$ cat src/sv/dur_pkg.sv
// shared types and constants for the daily usage ring with window sum
// no dependencies; imported by dur_alu, the top level and the bench
`default_nettype none

package dur_pkg;

    localparam int RING_DAYS = 365;
    localparam int DAY_W     = 17;
    localparam int WIN_W     = 9;
    localparam int CNT_W     = 32;
    localparam int SLOT_W    = $clog2(RING_DAYS);
    localparam int LEFT_W    = $clog2(RING_DAYS + 1);

    // day / RING_DAYS as (day * RECIP_M) >> RECIP_SH, exact over the whole day range
    localparam int RECIP_SH  = DAY_W + SLOT_W;
    localparam int RECIP_W   = DAY_W + 1;
    localparam int Q_W       = DAY_W - SLOT_W + 1;
    localparam logic [RECIP_W-1:0] RECIP_M =
        RECIP_W'(((64'd1 << RECIP_SH) + 64'(RING_DAYS) - 64'd1) / 64'(RING_DAYS));

    localparam logic [DAY_W-1:0] MIN_VALID_RST = DAY_W'(18262);

    typedef struct packed {
        logic [CNT_W-1:0] a;
        logic [CNT_W-1:0] b;
        logic             cin;
    } t_alu_req;

endpackage

`default_nettype wire

$ cat src/sv/dur_alu.sv
// shared adder used for the modulo subtraction, the counter increment and the window sum
// depends on dur_pkg
`default_nettype none

module dur_alu (
    input  wire dur_pkg::t_alu_req          i_req,
    output logic [dur_pkg::CNT_W:0]         o_sum
);
    import dur_pkg::*;

    // carry out lands in the top bit
    assign o_sum = {1'b0, i_req.a} + {1'b0, i_req.b} + (CNT_W + 1)'(i_req.cin);

endmodule

`default_nettype wire

$ cat config.mk
export PLATFORM = sky130hd
export DESIGN_NAME = dur_alu
export DESIGN_NICKNAME = d
export VERILOG_FILES = /design/src/sv/dur_pkg.sv /design/src/sv/dur_alu.sv
export SDC_FILE = /design/constraint.sdc
export NUM_CORES = 1
export LEC_CHECK = 0
export BUFFER_PORTS_ARGS = -buffer_cell sky130_fd_sc_hd__buf_4
export CORE_MARGIN = 8
export CORE_UTILIZATION = 52
export DETAILED_ROUTE_END_ITERATION = 10
export GPL_ROUTABILITY_DRIVEN = 0
export PLACE_DENSITY = 0.91
export SLEW_MARGIN = 20
export SYNTH_ARGS = -nofsm -noshare
export SYNTH_HDL_FRONTEND = slang
export SYNTH_SLANG_ARGS = --single-unit
$ cat constraint.sdc
create_clock -name vclk -period 5.6
set_clock_uncertainty 0.1 [all_clocks]
set_input_delay 0.56 -clock vclk [all_inputs]
set_output_delay 0.56 -clock vclk [all_outputs]
set_load 0.05 [all_outputs]
==> run summary <==
Distinct cells, synth: 52
leading cell types by count after synthesis: a21oi_1 (34), ha_1 (31), nand2_1 (23), nor2_1 (20), xor2_1 (15)
Critical Path End Type: primary output
Nets: 452
DR pass1 iterations: 4
WHS Path Cells: 3
grt total ovfl: 0
Core Rows: 21
first-pass GRT wire length: 9650 um
Peak VDD IR: 136 uV
area share of the largest cell type after synthesis: 20.9%
fin. max-slew vios: 0
status: finished clean
WS Path Type: in -> out
Syn Nets: 357
Antenna Cells: 0
final worst path period need: 4.10 ns
setup TNS: 0 ns
CP Data Arrival Time: 3.44 ns
Fill cells: 276
period utilisation layout: 73.1%
DPL Wire Length: 5390 um
Ports: 98
total track usage: 20.2%
area leader, netlist: ha_1
Final WS setup: 1.50 ns
footprint of the multi-input gates: 1780 um2
Core ar.: 3390 um2
Worst Hold Slack: 1.44 ns
post-DR wirelength/cell: 15.4 um
final wirelength: 6120 um
total chip power: 535 uW
non-filler instance count after layout: 398
Synth Instances: 259
Hold WC Path Type: in -> out
count leader, synth: a21oi_1
top post-synthesis cells by area: ha_1 (21%), a21oi_1 (9.2%), xor2_1 (7.1%), a21o_1 (4.9%), xnor2_1 (4.7%)
Least-Margin Pin Slew: 0.738 ns
Post-Syn Area per Cell: 7.16 um2
Avg Vias per Cell: 5.94
Die Wd: 75.7 um
FF+latch area: 0 um2
relative slew slack: 50.1%
setup violators final: 0
DR vias: 2365
layout cell share with drive strength beyond 1: 31.0%
Initial DRC Count: 112
CP max FO: 4
vias in the first global route: 2256
Post-Syn Area: 1850 um2
WP data required: 4.94 ns
Post-CTS Hold Buffers: 0
chip height: 75.7 um
Leakage: 0.00129 uW
number of setup buffers added after CTS: 0
# DRC: 0
pin count of the biggest net entering global routing: 13
CP Launch Type: input pin
clkbuf count: 0
Place WS: 1.55 ns
initial antenna violation count: 0
post-cts resize count: 0
Seq Cell Count: 0
Final Hold Vio Count: 0
Max-cap violations: 0
RSZ-0062 raised after global routing: false
Starting Density: 54.7%
warning count from the yosys run: 0
fmax: 0.244 GHz
die area: 5730 um2
pwr dens: 206 nW/um2
Area growth syn-to-layout: 40.4%
Seq/Total Area, Yosys: 0%
PortBufs: 98
Final ANT Viol Nets: 0
dpl cells: 398
## critical path: stages
cell	delay, ns
buf_4	0.12
fa_1	0.48
fa_1	0.44
a21oi_1	0.26
o32ai_1	0.16
o211ai_2	0.30
a21o_1	0.24
o21ai_2	0.10
a2111oi_0	0.47
a311oi_1	0.09
buf_4	0.21
## report_power, final
| part | switching (uW) | total (uW) | internal, uW |
|---|---|---|---|
| combinational | 351 | 535 | 184 |
| sequential | 0 | 0 | 0 |
| clock | 0 | 0 | 0 |
## cell families after synthesis
kind of cell               count (synthesis)  share of synthesized area (%)
adders and majority gates                 33                           23.1
buffers and inverters                     12                           3.85
and+or+nand+nor                           83                           22.9
muxes                                      1                          0.540
AOI/OAI and AO/OA                        105                           37.9
xor gates and xnor gates                  25                           11.8
## final cells by class
type	instances	area share, %
Timing Repair Buffer	98	28.3
Tap cell	46	2.21
Multi-Input combinational cell	247	68.5
Inverter	7	1.01
## metal layers
layer,global-route usage (%),part of all wire (%),wire (um)
met3,2.37,11,647
met5,0,0,0
met4,1.71,0.65,40
met2,37.4,48,2920
met1,24.8,41,2520
## placed cells by master, fill, tap and decap left out, drive strengths merged, types with 6 or more instances in the layout
cell type   n
a211oi      6
a21o       13
a21oi      34
buf        98
ha         31
inv         6
nand2      25
nand4       9
nor2       20
nor3        7
o21ai      21
o21bai      6
xnor2      10
xor2       15
## final timing paths
kind	start	to	slack [ns]
worst max-delay path	i_req[0]	o_sum[28]	1.50
worst min-delay path	i_req[33]	o_sum[0]	1.44
## through the flow
step	cell area [um2]	util (%)
5_1_grt	2600	76.8
4_1_cts	2600	76.8
2_1_floorplan	1850	-
3_3_place_gp	2600	76.8
6_report	2600	76.8
3_5_place_dp	2600	76.8
No activity file was read; power rests on OpenSTA's default activity.
